<file path="config.mk">
export PLATFORM = sky130hd
export DESIGN_NAME = tcp_timestamp_option_parser
export DESIGN_NICKNAME = d
export VERILOG_FILES = /design/src/hw/rtl/tsop_pkg.sv /design/src/hw/rtl/tsop_walker.sv /design/src/hw/rtl/tcp_timestamp_option_parser.sv
export SDC_FILE = /design/constraint.sdc
export NUM_CORES = 1
export LEC_CHECK = 0
export BUFFER_PORTS_ARGS = -buffer_cell sky130_fd_sc_hd__buf_4
export CORE_MARGIN = 2
export CORE_UTILIZATION = 45
export CTS_CLUSTER_SIZE = 24
export DETAILED_ROUTE_END_ITERATION = 7
export GPL_TIMING_DRIVEN = 0
export PLACE_DENSITY = 0.61
export RECOVER_POWER = 50
export SLEW_MARGIN = 10
export SYNTH_ARGS = -nofsm -noshare
export SYNTH_HDL_FRONTEND = slang
export SYNTH_HIERARCHICAL = 1
export SYNTH_SLANG_ARGS = --single-unit
</file>
<file path="constraint.sdc">
create_clock -name clk -period 4.75 [get_ports clk]
set_input_delay 0.7125 -clock clk [delete_from_list [all_inputs] [get_ports clk]]
set_output_delay 0.7125 -clock clk [all_outputs]
set_load 0.02 [all_outputs]
</file>
<file path="src/hw/rtl/tsop_pkg.sv">
// ----------------------------------------------------------------------------
// tsop_pkg
// Shared types and constants for the TCP timestamp option parser.
// ----------------------------------------------------------------------------
package tsop_pkg;

    // Option kinds and lengths
    localparam logic [7:0] KIND_EOL    = 8'd0;
    localparam logic [7:0] KIND_NOP    = 8'd1;
    localparam logic [7:0] KIND_STAMP  = 8'd8;
    localparam logic [7:0] STAMP_LEN   = 8'd10;
    localparam logic [7:0] MIN_OPT_LEN = 8'd2;

    // Header geometry
    localparam logic [3:0] FIXED_HDR_WORDS = 4'd5;
    localparam logic [5:0] MAX_OPT_BYTES   = 6'd40;

    // Timestamp capture: four bytes per word, eight bytes total
    localparam logic [2:0] CAPTURE_WORD_BYTES = 3'd4;
    localparam logic [2:0] CAPTURE_LAST       = 3'd7;

    // One input item
    typedef struct packed {
        logic       start_req;
        logic [3:0] header_words;
        logic       byte_valid;
        logic [7:0] opt_byte;
        logic       last;
    } item_t;

    // One result item
    typedef struct packed {
        logic        found;
        logic [31:0] ts_value;
        logic [31:0] ts_echo;
    } result_t;

endpackage

</file>
<file path="src/hw/rtl/tsop_walker.sv">
// ----------------------------------------------------------------------------
// tsop_walker
// Option walk state and the single-step update for one option-area byte.
// ----------------------------------------------------------------------------
module tsop_walker
(
    input  logic             clk,
    input  logic             rst_n,
    input  logic             step_en,
    input  tsop_pkg::item_t  item,
    output tsop_pkg::result_t result
);

    typedef enum logic [2:0] {
        PH_KIND,
        PH_LEN,
        PH_SKIP,
        PH_CAPTURE,
        PH_DONE
    } phase_t;

    phase_t      phase_reg,         phase_next;
    logic [5:0]  bytes_left_reg,    bytes_left_next;
    logic [5:0]  skip_count_reg,    skip_count_next;
    logic        is_stamp_reg,      is_stamp_next;
    logic [2:0]  capture_index_reg, capture_index_next;
    logic [31:0] value_word_reg,    value_word_next;
    logic [31:0] echo_word_reg,     echo_word_next;
    logic        found_flag_reg,    found_flag_next;

    logic [3:0]  extra_words;
    logic [5:0]  area_bytes;
    logic [8:0]  len_limit;
    logic [7:0]  b;

    assign b = item.opt_byte;

    // Option area size: 4 * (data offset - 5), capped
    assign extra_words = (item.header_words > tsop_pkg::FIXED_HDR_WORDS)
                       ? (item.header_words - tsop_pkg::FIXED_HDR_WORDS) : 4'd0;
    assign area_bytes  = ({extra_words, 2'b00} > tsop_pkg::MAX_OPT_BYTES)
                       ? tsop_pkg::MAX_OPT_BYTES : {extra_words, 2'b00};

    always_comb
    begin
        phase_next         = phase_reg;
        bytes_left_next    = bytes_left_reg;
        skip_count_next    = skip_count_reg;
        is_stamp_next      = is_stamp_reg;
        capture_index_next = capture_index_reg;
        value_word_next    = value_word_reg;
        echo_word_next     = echo_word_reg;
        found_flag_next    = found_flag_reg;

        // Restart the walk on the first item of a header
        if (item.start_req)
        begin
            bytes_left_next    = area_bytes;
            phase_next         = PH_KIND;
            skip_count_next    = '0;
            is_stamp_next      = 1'b0;
            capture_index_next = '0;
            value_word_next    = '0;
            echo_word_next     = '0;
            found_flag_next    = 1'b0;
        end

        len_limit = {3'b000, bytes_left_next} + 9'd1;

        if (item.byte_valid)
        begin
            case (phase_next)
                PH_KIND:
                begin
                    if (bytes_left_next == 6'd0 || b == tsop_pkg::KIND_EOL)
                    begin
                        phase_next = PH_DONE;
                    end
                    else if (b == tsop_pkg::KIND_NOP)
                    begin
                        bytes_left_next = bytes_left_next - 6'd1;
                    end
                    else
                    begin
                        is_stamp_next   = (b == tsop_pkg::KIND_STAMP);
                        bytes_left_next = bytes_left_next - 6'd1;
                        phase_next      = PH_LEN;
                    end
                end
                PH_LEN:
                begin
                    if (bytes_left_next == 6'd0 || b < tsop_pkg::MIN_OPT_LEN
                        || {1'b0, b} > len_limit)
                    begin
                        phase_next = PH_DONE;
                    end
                    else if (is_stamp_next && b == tsop_pkg::STAMP_LEN)
                    begin
                        capture_index_next = '0;
                        phase_next         = PH_CAPTURE;
                    end
                    else
                    begin
                        // length fits in the area, so it fits in six bits
                        bytes_left_next = bytes_left_next + 6'd1 - b[5:0];
                        skip_count_next = b[5:0] - tsop_pkg::MIN_OPT_LEN[5:0];
                        phase_next      = (b == tsop_pkg::MIN_OPT_LEN) ? PH_KIND : PH_SKIP;
                    end
                end
                PH_SKIP:
                begin
                    skip_count_next = skip_count_next - 6'd1;
                    if (skip_count_next == 6'd0)
                    begin
                        phase_next = PH_KIND;
                    end
                end
                PH_CAPTURE:
                begin
                    if (capture_index_next < tsop_pkg::CAPTURE_WORD_BYTES)
                    begin
                        value_word_next = {value_word_next[23:0], b};
                    end
                    else
                    begin
                        echo_word_next = {echo_word_next[23:0], b};
                    end
                    if (capture_index_next == tsop_pkg::CAPTURE_LAST)
                    begin
                        found_flag_next = 1'b1;
                        phase_next      = PH_DONE;
                    end
                    else
                    begin
                        capture_index_next = capture_index_next + 3'd1;
                    end
                end
                default:
                begin
                end
            endcase
        end

        // Report from the state after this byte
        result.found    = found_flag_next;
        result.ts_value = found_flag_next ? value_word_next : 32'd0;
        result.ts_echo  = found_flag_next ? echo_word_next  : 32'd0;

        // Close the walk after the last item
        if (item.last)
        begin
            phase_next         = PH_DONE;
            bytes_left_next    = '0;
            skip_count_next    = '0;
            is_stamp_next      = 1'b0;
            capture_index_next = '0;
            value_word_next    = '0;
            echo_word_next     = '0;
            found_flag_next    = 1'b0;
        end
    end

    always_ff @(posedge clk or negedge rst_n)
    begin
        if (!rst_n)
        begin
            phase_reg         <= PH_KIND;
            bytes_left_reg    <= '0;
            skip_count_reg    <= '0;
            is_stamp_reg      <= 1'b0;
            capture_index_reg <= '0;
            value_word_reg    <= '0;
            echo_word_reg     <= '0;
            found_flag_reg    <= 1'b0;
        end
        else if (step_en)
        begin
            phase_reg         <= phase_next;
            bytes_left_reg    <= bytes_left_next;
            skip_count_reg    <= skip_count_next;
            is_stamp_reg      <= is_stamp_next;
            capture_index_reg <= capture_index_next;
            value_word_reg    <= value_word_next;
            echo_word_reg     <= echo_word_next;
            found_flag_reg    <= found_flag_next;
        end
    end

endmodule

</file>
<file path="src/hw/rtl/tcp_timestamp_option_parser.sv">
// ----------------------------------------------------------------------------
// tcp_timestamp_option_parser
// Walks a TCP option area byte by byte and reports the timestamp option.
// ----------------------------------------------------------------------------
// The block takes one transfer per clock cycle and keeps that rate for any
// number of headers back to back while results are taken. Each input
// transfer lands in an input register; from there the option walker steps
// over that byte with a short compare/subtract update and, on a transfer
// with tlast, the result is written to the output register, which drives
// m_axis_tvalid. The output register lets the input keep flowing while a
// result waits; only a second tlast transfer stalls behind an untaken
// result. Throughput is set by the walker's one-byte-per-cycle state
// update; there is no iterative unit and no memory.
module tcp_timestamp_option_parser
(
    input  logic        clk,
    input  logic        rst_n,

    input  logic        s_axis_tvalid,
    output logic        s_axis_tready,
    input  logic [15:0] s_axis_tdata,   // [3:0] header_words, [11:4] opt_byte, [15:12] zero
    input  logic [1:0]  s_axis_tuser,   // [0] start_req, [1] byte_valid
    input  logic        s_axis_tlast,

    output logic        m_axis_tvalid,
    input  logic        m_axis_tready,
    output logic [63:0] m_axis_tdata,   // [31:0] ts_value, [63:32] ts_echo
    output logic [0:0]  m_axis_tuser    // [0] found
);

    tsop_pkg::item_t   in_item_reg;
    logic              in_valid_reg;
    tsop_pkg::result_t out_result_reg;
    logic              out_valid_reg;
    tsop_pkg::result_t step_result;
    tsop_pkg::item_t   s_item;
    logic              advance;
    logic              out_load;

    // Unpack the slave-side transfer
    assign s_item.start_req    = s_axis_tuser[0];
    assign s_item.header_words = s_axis_tdata[3:0];
    assign s_item.byte_valid   = s_axis_tuser[1];
    assign s_item.opt_byte     = s_axis_tdata[11:4];
    assign s_item.last         = s_axis_tlast;

    // Step the held item unless it carries a result with nowhere to go
    assign advance  = in_valid_reg && (!in_item_reg.last || !out_valid_reg || m_axis_tready);
    assign out_load = advance && in_item_reg.last;

    assign s_axis_tready = !in_valid_reg || advance;

    // Hold the accepted transfer for one step of the walker
    always_ff @(posedge clk or negedge rst_n)
    begin
        if (!rst_n)
        begin
            in_valid_reg <= 1'b0;
        end
        else if (s_axis_tready)
        begin
            in_valid_reg <= s_axis_tvalid;
        end
    end

    always_ff @(posedge clk)
    begin
        if (s_axis_tvalid && s_axis_tready)
        begin
            in_item_reg <= s_item;
        end
    end

    tsop_walker u_walker
    (
        .clk     (clk),
        .rst_n   (rst_n),
        .step_en (advance),
        .item    (in_item_reg),
        .result  (step_result)
    );

    // Output register: load on a last item, drop once taken
    always_ff @(posedge clk or negedge rst_n)
    begin
        if (!rst_n)
        begin
            out_valid_reg <= 1'b0;
        end
        else if (out_load)
        begin
            out_valid_reg <= 1'b1;
        end
        else if (m_axis_tready)
        begin
            out_valid_reg <= 1'b0;
        end
    end

    always_ff @(posedge clk)
    begin
        if (out_load)
        begin
            out_result_reg <= step_result;
        end
    end

    assign m_axis_tvalid   = out_valid_reg;
    assign m_axis_tdata    = {out_result_reg.ts_echo, out_result_reg.ts_value};
    assign m_axis_tuser[0] = out_result_reg.found;

    // A result without a timestamp carries zero words
    a_zero_when_absent: assert property (@(posedge clk) disable iff (!rst_n)
        (m_axis_tvalid && !m_axis_tuser[0]) |-> (m_axis_tdata == 64'd0))
        else $error("result without timestamp has nonzero words");

    // A stalled held item is never overwritten
    a_in_hold: assert property (@(posedge clk) disable iff (!rst_n)
        (in_valid_reg && !advance) |=> (in_valid_reg && $stable(in_item_reg)))
        else $error("held input item lost while stalled");

    // A pending result is never overwritten before it is taken
    a_out_hold: assert property (@(posedge clk) disable iff (!rst_n)
        (out_valid_reg && !m_axis_tready) |=> (out_valid_reg && $stable(out_result_reg)))
        else $error("pending result overwritten");

    // Results come only from items that close a header
    a_load_on_last: assert property (@(posedge clk) disable iff (!rst_n)
        $rose(out_valid_reg) |-> $past(in_valid_reg && in_item_reg.last))
        else $error("result raised without a last item");

endmodule
</file>
## Word level (Yosys, flattened, before mapping)

Cells that the tools add are included.

| word-level totals | value |
|---|---|
| bits in latches | 0 |
| bits of input ports | 23 |
| output and inout bits | 67 |
| flip-flop bits (word level) | 166 |
| memories kept | 0 |
| bits in read-only memories | 0 |
| logic and storage cells | 113 |
| memory bits (writable) | 0 |

| operators by class | value |
|---|---|
| bitwise gates (word level) | 0 |
| equality and inequality tests | 8 |
| shift operators | 0 |
| multiplexer cells | 56 |
| add/subtract/negate cells | 8 |
| multipliers | 0 |
| order comparisons | 5 |
| reductions and logical operators | 18 |
| divide/modulo/power cells | 0 |

Operators with widths:

| cell | count |
|---|---|
| 32-bit two-way mux | 10 |
| 6-bit two-way mux | 12 |
| 3-bit two-way mux | 15 |
| 6-bit case mux with 2 select lines | 2 |
| 8-bit by 4-bit == test with 1-bit output (second input constant) | 2 |
| 1-bit two-way mux | 13 |
| 6-bit logical NOT | 2 |
| 3-bit case mux with 4 select lines | 1 |
| 6-bit by 1-bit subtractor with 6-bit output (second input constant) | 2 |
| 8-bit by 9-bit greater-than comparator with 1-bit output | 1 |
| 8-bit by 1-bit == test with 1-bit output (second input constant) | 1 |
| 8-bit by 2-bit == test with 1-bit output (second input constant) | 1 |
| 8-bit logical NOT | 1 |
| 8-bit by 2-bit less-than comparator with 1-bit output (second input constant) | 1 |
| 6-bit by 1-bit adder with 7-bit output (second input constant) | 1 |
| 6-bit by 1-bit adder with 6-bit output (second input constant) | 1 |
| 3-bit by 2-bit == test with 1-bit output (second input constant) | 2 |
| 6-bit greater-than comparator (second input constant) | 1 |
| 1-bit logical OR | 6 |
| 3-bit case mux with 2 select lines | 1 |
| 6-bit by 2-bit subtractor with 6-bit output (second input constant) | 1 |
| 6-bit subtractor | 1 |
| 4-bit by 3-bit greater-than comparator with 1-bit output (second input constant) | 1 |
| 1-bit logical AND | 4 |
| 10 further kinds | 12 |

## Longest topological paths before layout

| depth | value |
|---|---|
| word-level depth | 12 |
| mapped depth | 18 |
| mapped depth without buffers | 18 |

## Modules after synthesis

Netlist, hierarchy kept.

Modules (own cells, without submodules):

| module | instances | area each (um^2) | sequential area each (um^2) | cells each |
|---|---|---|---|---|
| tsop_walker | 1 | 5958.2 | 2102.0 | 728 |
| tcp_timestamp_option_parser | 1 | 2508.7 | 2452.4 | 90 |

## Worst setup path after synthesis

No wires, ideal clock.

| timing | value |
|---|---|
| path type | input port to flip-flop |
| start point | input m_axis_tready |
| end point | register out_result_reg, in the netlist m_axis_tdata[0], enable pin |
| buffers on the path | 0 |
| setup slack | 0.773 ns |
| setup time | 0.488 ns |
| required time | 4.262 ns |
| stages | 2 |
| arrival time | 3.489 ns |
| cells stage by stage | nor2b_1 -> nor2_1 |

| between the ends | value |
|---|---|
| cells in the longest elaborated chain, start to end | 3 |

Ends and longest elaborated chain:

| element | line | text |
|---|---|---|
| from (decl) | tcp_timestamp_option_parser.sv:26 | `input logic m_axis_tready,` |
| 1-bit logical OR | tcp_timestamp_option_parser.sv:48 | `assign advance = in_valid_reg && (!in_item_reg.last \|\| !out_valid_reg \|\| m_axis_tready);` |
| 1-bit logical AND | tcp_timestamp_option_parser.sv:48 |  |
| 1-bit logical AND | tcp_timestamp_option_parser.sv:49 | `assign out_load = advance && in_item_reg.last;` |
| via out_load | tcp_timestamp_option_parser.sv:38 | `logic out_load;` |
| to (signal assigned) | tcp_timestamp_option_parser.sv:104 | `out_result_reg <= step_result;` |
| to (decl) | tcp_timestamp_option_parser.sv:33 | `tsop_pkg::result_t out_result_reg;` |

The timed path passes the listed nets, and every way through them passes these cells.
A chain may end at the register's enable or synchronous reset.

## Worst setup path after layout

| timing | value |
|---|---|
| start point | register in_item_reg[14] (netlist name) |
| end point | register u_walker.bytes_left_reg[5] |

| between the ends | value |
|---|---|
| cells in the longest elaborated chain, start to end | 8 |
| elaborated cells between the ends (all ways) | 21 |
| those cells by class | add/sub (4); order compare (1); eq/ne (1); mux (9); reduce/logical (6) |

Ends and longest elaborated chain:

| element | line | text |
|---|---|---|
| from (decl) | tcp_timestamp_option_parser.sv:31 | `tsop_pkg::item_t in_item_reg;` |
| from (signal assigned) | tcp_timestamp_option_parser.sv:70 | `in_item_reg <= s_item;` |
| 6-bit two-way mux | tsop_walker.sv:56 | `if (item.start_req)` |
| 6-bit by 1-bit adder with 6-bit output, or another cell as far along | tsop_walker.sv:105 | `bytes_left_next = bytes_left_next + 6'd1 - b[5:0];` |
| 6-bit subtractor, or another cell as far along | tsop_walker.sv:105 |  |
| 6-bit two-way mux or 1-bit logical OR (tied branches) | tsop_walker.sv:97, tsop_walker.sv:93 |  |
| 6-bit two-way mux | tsop_walker.sv:92 | `if (bytes_left_next == 6'd0 \|\| b < tsop_pkg::MIN_OPT_LEN` |
| 6-bit case mux with 2 select lines | tsop_walker.sv:72 | `case (phase_next)` |
| 6-bit two-way mux (*) | tsop_walker.sv:70 | `if (item.byte_valid)` |
| 6-bit two-way mux (*) | tsop_walker.sv:150 | `if (item.last)` |
| to (signal assigned) | tsop_walker.sv:179 | `bytes_left_reg <= bytes_left_next;` |
| to (decl) | tsop_walker.sv:23 | `logic [5:0] bytes_left_reg, bytes_left_next;` |

Every way passes the cells marked *; elsewhere a longest branch is shown, timed or not.

==> summary.txt <==
Worst setup path
  – CP Capture Type: register
  – Req. time, crit path: 5.01 ns
  – Crit Path Max Fanout: 10
  – Setup CP Type: reg -> reg
  – Slowest-stage cell, CP: edfxtp_1
  – Critical-path cell list: buf_2 -> clkinv_1 -> a21oi_2 -> inv_1 -> and3_1 -> and3_1 -> xor2_1 -> ha_1 -> nand4_1 -> o22a_1 -> nor2_1 -> o21a_2 -> nand2_1 -> o41ai_1 -> a32oi_1
  – Worst stage delay on the critical path: 0.54 ns
  – Worst setup SP type: register
  – Top cell by count, worst path: and3_1
  – CP arrival: 4.76 ns

Floorplan
  – DIE WIDTH: 141 µm
  – Cell Rows: 50
  – Die height: 141 µm
  – Initial core utilization: 45.6%
  – # IOs: 90
  – Full die area: 19,900 µm²
  – Core area: 18,600 µm²

Layout
  – Commonest non-fill, non-tap cell in the layout: nand2_1
  – Area growth from synthesis to layout: 15.6%
  – Commonest non-fill, non-tap cells in the layout: nand2_1, clkbuf_1, a21oi_1, dfrtp_1, edfxtp_1
  – Ant. Diodes: 0
  – Filler Cell Count: 1,723
  – Max reg flops: 64
  – Layout cell share with drive strength beyond 1: 9.82%
  – Fin cells: 1,171
  – # nets final: 973
  – Final Cell Area: 9790 µm²

Pwr
  – Leak pwr: 3.69 nW
  – Peak supply drop: 0.233 mV
  – PD cells: 356 nW/µm²

Yosys
  – Async S/R FF share, synth: 51.8%
  – Register area share after synthesis: 53.8%
  – Number of flops mapped to enable cells by yosys: 80
  – Synth cell types: 78
  – Most common flop cell mapped by yosys: dfrtp_1
  – Netlist Area Pre-Place: 8470 µm²
  – Syn Area/Cell: 10.4 µm²
  – Syn. warnings: 6
  – Mapped Cells: 818
  – Net Count, Synth: 867
  – Synthesized flop and latch total: 166

Placed design
  – Area of placed instances: 9450 µm²
  – Global placer's final weighted congestion: 0.931
  – DP Worst Slack: 0.263 ns
  – IO Port Bufs: 85
  – Post-DP HPWL: 15.3 mm
  – DP Cell Count: 1,139

STA
  – Final setup fails: 0
  – Final Skew: 0.0112 ns
  – Final setup margin: 0.246 ns
  – Setup TNS Final: 0 ns
  – Hold Vio Cnt, Final: 0
  – Max Clk Rate: 222 MHz
  – Fin crit period: 4.50 ns
  – Worst-margin pin slew: 2.30 ns
  – Hold slack: 0.486 ns
  – Final Max Tran Viols: 115
  – Slew margin rel.: -53.4%
  – Tcrit/Tclk final: 94.8%
  – Unrepaired setup endpoints after global routing: false

Global route
  – Largest net degree at the start of global routing: 87
  – First-pass GRT wire length: 35.2 mm
  – Initial antenna violation count: 0
  – Vias in the first global route: 6,472
  – Remaining global-route overflow: 0
  – Overall routing resource usage: 22.5%

Clock network
  – Post-CTS Setup Bufs: 0
  – CTS tree: done
  – CTS buffer count: 17
  – Clk slew on worst S/H paths: 0.06 ns
  – Clk sinks: 166
  – Post-CTS Resized: 0
  – CTS Hold Bufs: 0
  – CTS Buffer Depth: 2
  – Root buf cell: clkbuf_16
  – H-tree levels: 4
  – Worst-skew pair later-pin latency: 0.43 ns

Detailed routing
  – Routed len/inst: 19.1 µm
  – DRT Pass-1 Iters: 6
  – # DRC: 0
  – Routed WL: 22.4 mm
  – DR vias: 6,907
  – Antenna viol nets, final: 0
  – Initial DRC count: 726
  – DR vias/cell: 5.90

Worst hold path
  – Hold Path Class: in -> reg

Outcome
  – Status: complete, but fails checks
  – Failing checks: capacitance limit, slew limit

Flow run
  – # Max-Cap Violations: 2
[worst paths after layout]
path	startpoint	endpoint	slack (ns)	cells past startpoint
max in group asynchronous	rst_n	u_walker/echo_word_reg[2]$_DFFE_PN0P_	2.44	1
setup reg to reg	in_item_reg[14]$_DFFE_PP_	u_walker/bytes_left_reg[5]$_DFFE_PN0P_	0.25	15
setup / recovery	in_item_reg[14]$_DFFE_PP_	u_walker/bytes_left_reg[5]$_DFFE_PN0P_	0.25	15
min in group asynchronous	rst_n	u_walker/bytes_left_reg[0]$_DFFE_PN0P_	0.96	1
hold / removal	s_axis_tdata[0]	in_item_reg[10]$_DFFE_PP_	0.49	1
hold reg to reg	u_walker/value_word_reg[31]$_DFFE_PN0P_	u_walker/value_word_reg[31]$_DFFE_PN0P_	0.49	1
[cell type report]
type,count,area (µm²),share of cell area [%]
Timing Repair Buffer,87,419,4.28
Inverter,29,109,1.11
Multi-Input combinational cell,565,3560,36.3
Tap cell,234,293,2.99
Clock buffer,19,453,4.63
Clock inverter,13,159,1.62
Sequential cell,166,4550,46.5
Buffer,58,248,2.53
[synthesized netlist by cell type (all sizes together) (4+ instances only)]
cell type  instances  share of area [%]
buf               20                1.2
a21oi             98                5.8
nand3             40                2.4
dfrtp             86                 25
nand2            114                5.1
and2               4               0.33
o211ai             7               0.62
a21o               6               0.53
a21boi             4               0.40
xor2               7               0.72
nand4              5               0.37
o22a               5               0.52
nor3              15               0.95
nor4               5               0.37
xnor2              7               0.72
clkbuf            38                1.7
ha                25                3.7
o221ai             6               0.62
a31oi              7               0.52
nor2              36                1.7
edfxtp            80                 28
nand2b             5               0.37
a22o              65                6.7
o21ai             26                1.6
and3              12               0.89
o21a               5               0.44
inv               27                1.2
nor2b              7               0.52
[metal layers]
| layer | track usage (%) | up-vias | share of wire (%) |
|---|---|---|---|
| met1 | 31.4 | 3345 | 45 |
| li1 | - | 3268 | - |
| met4 | 8.79 | 0 | 2.1 |
| met2 | 35.6 | 253 | 47 |
| met3 | 3.40 | 41 | 5.8 |
| met5 | 0 | - | 0 |
[through the flow]
step	power [mW]	utilization (%)
6_report	3.49	52.7
2_1_floorplan	1.94	-
3_5_place_dp	2.12	50.8
5_1_grt	3.62	52.7
3_3_place_gp	2.11	50.6
4_1_cts	3.54	54.1
[cell families after synthesis]
group / after synthesis / share of synthesized area, %
buffers and inverters: 87 / 4.21
adders and majority gates: 26 / 3.93
AOI/OAI and AO/OA: 258 / 21.1
muxes: 2 / 0.236
DFF: 166 / 53.8
xor gates and xnor gates: 14 / 1.45
and+or+nand+nor: 265 / 15.3
[critical path: cells and delay by family (launching register included)]
family,cells,cell delay (ns)
compound gates,5,1.52
buf+inv,3,0.97
simple gates,5,0.86
flops,1,0.54
fa+ha+maj,1,0.32
xor+xnor,1,0.15
[where the power goes]
part | internal [mW] | switching, mW
Clock | 0.820 | 0.600
Combinational | 0.156 | 0.315
Sequential | 1.56 | 0.0382
(Power assumes the default switching activity.)
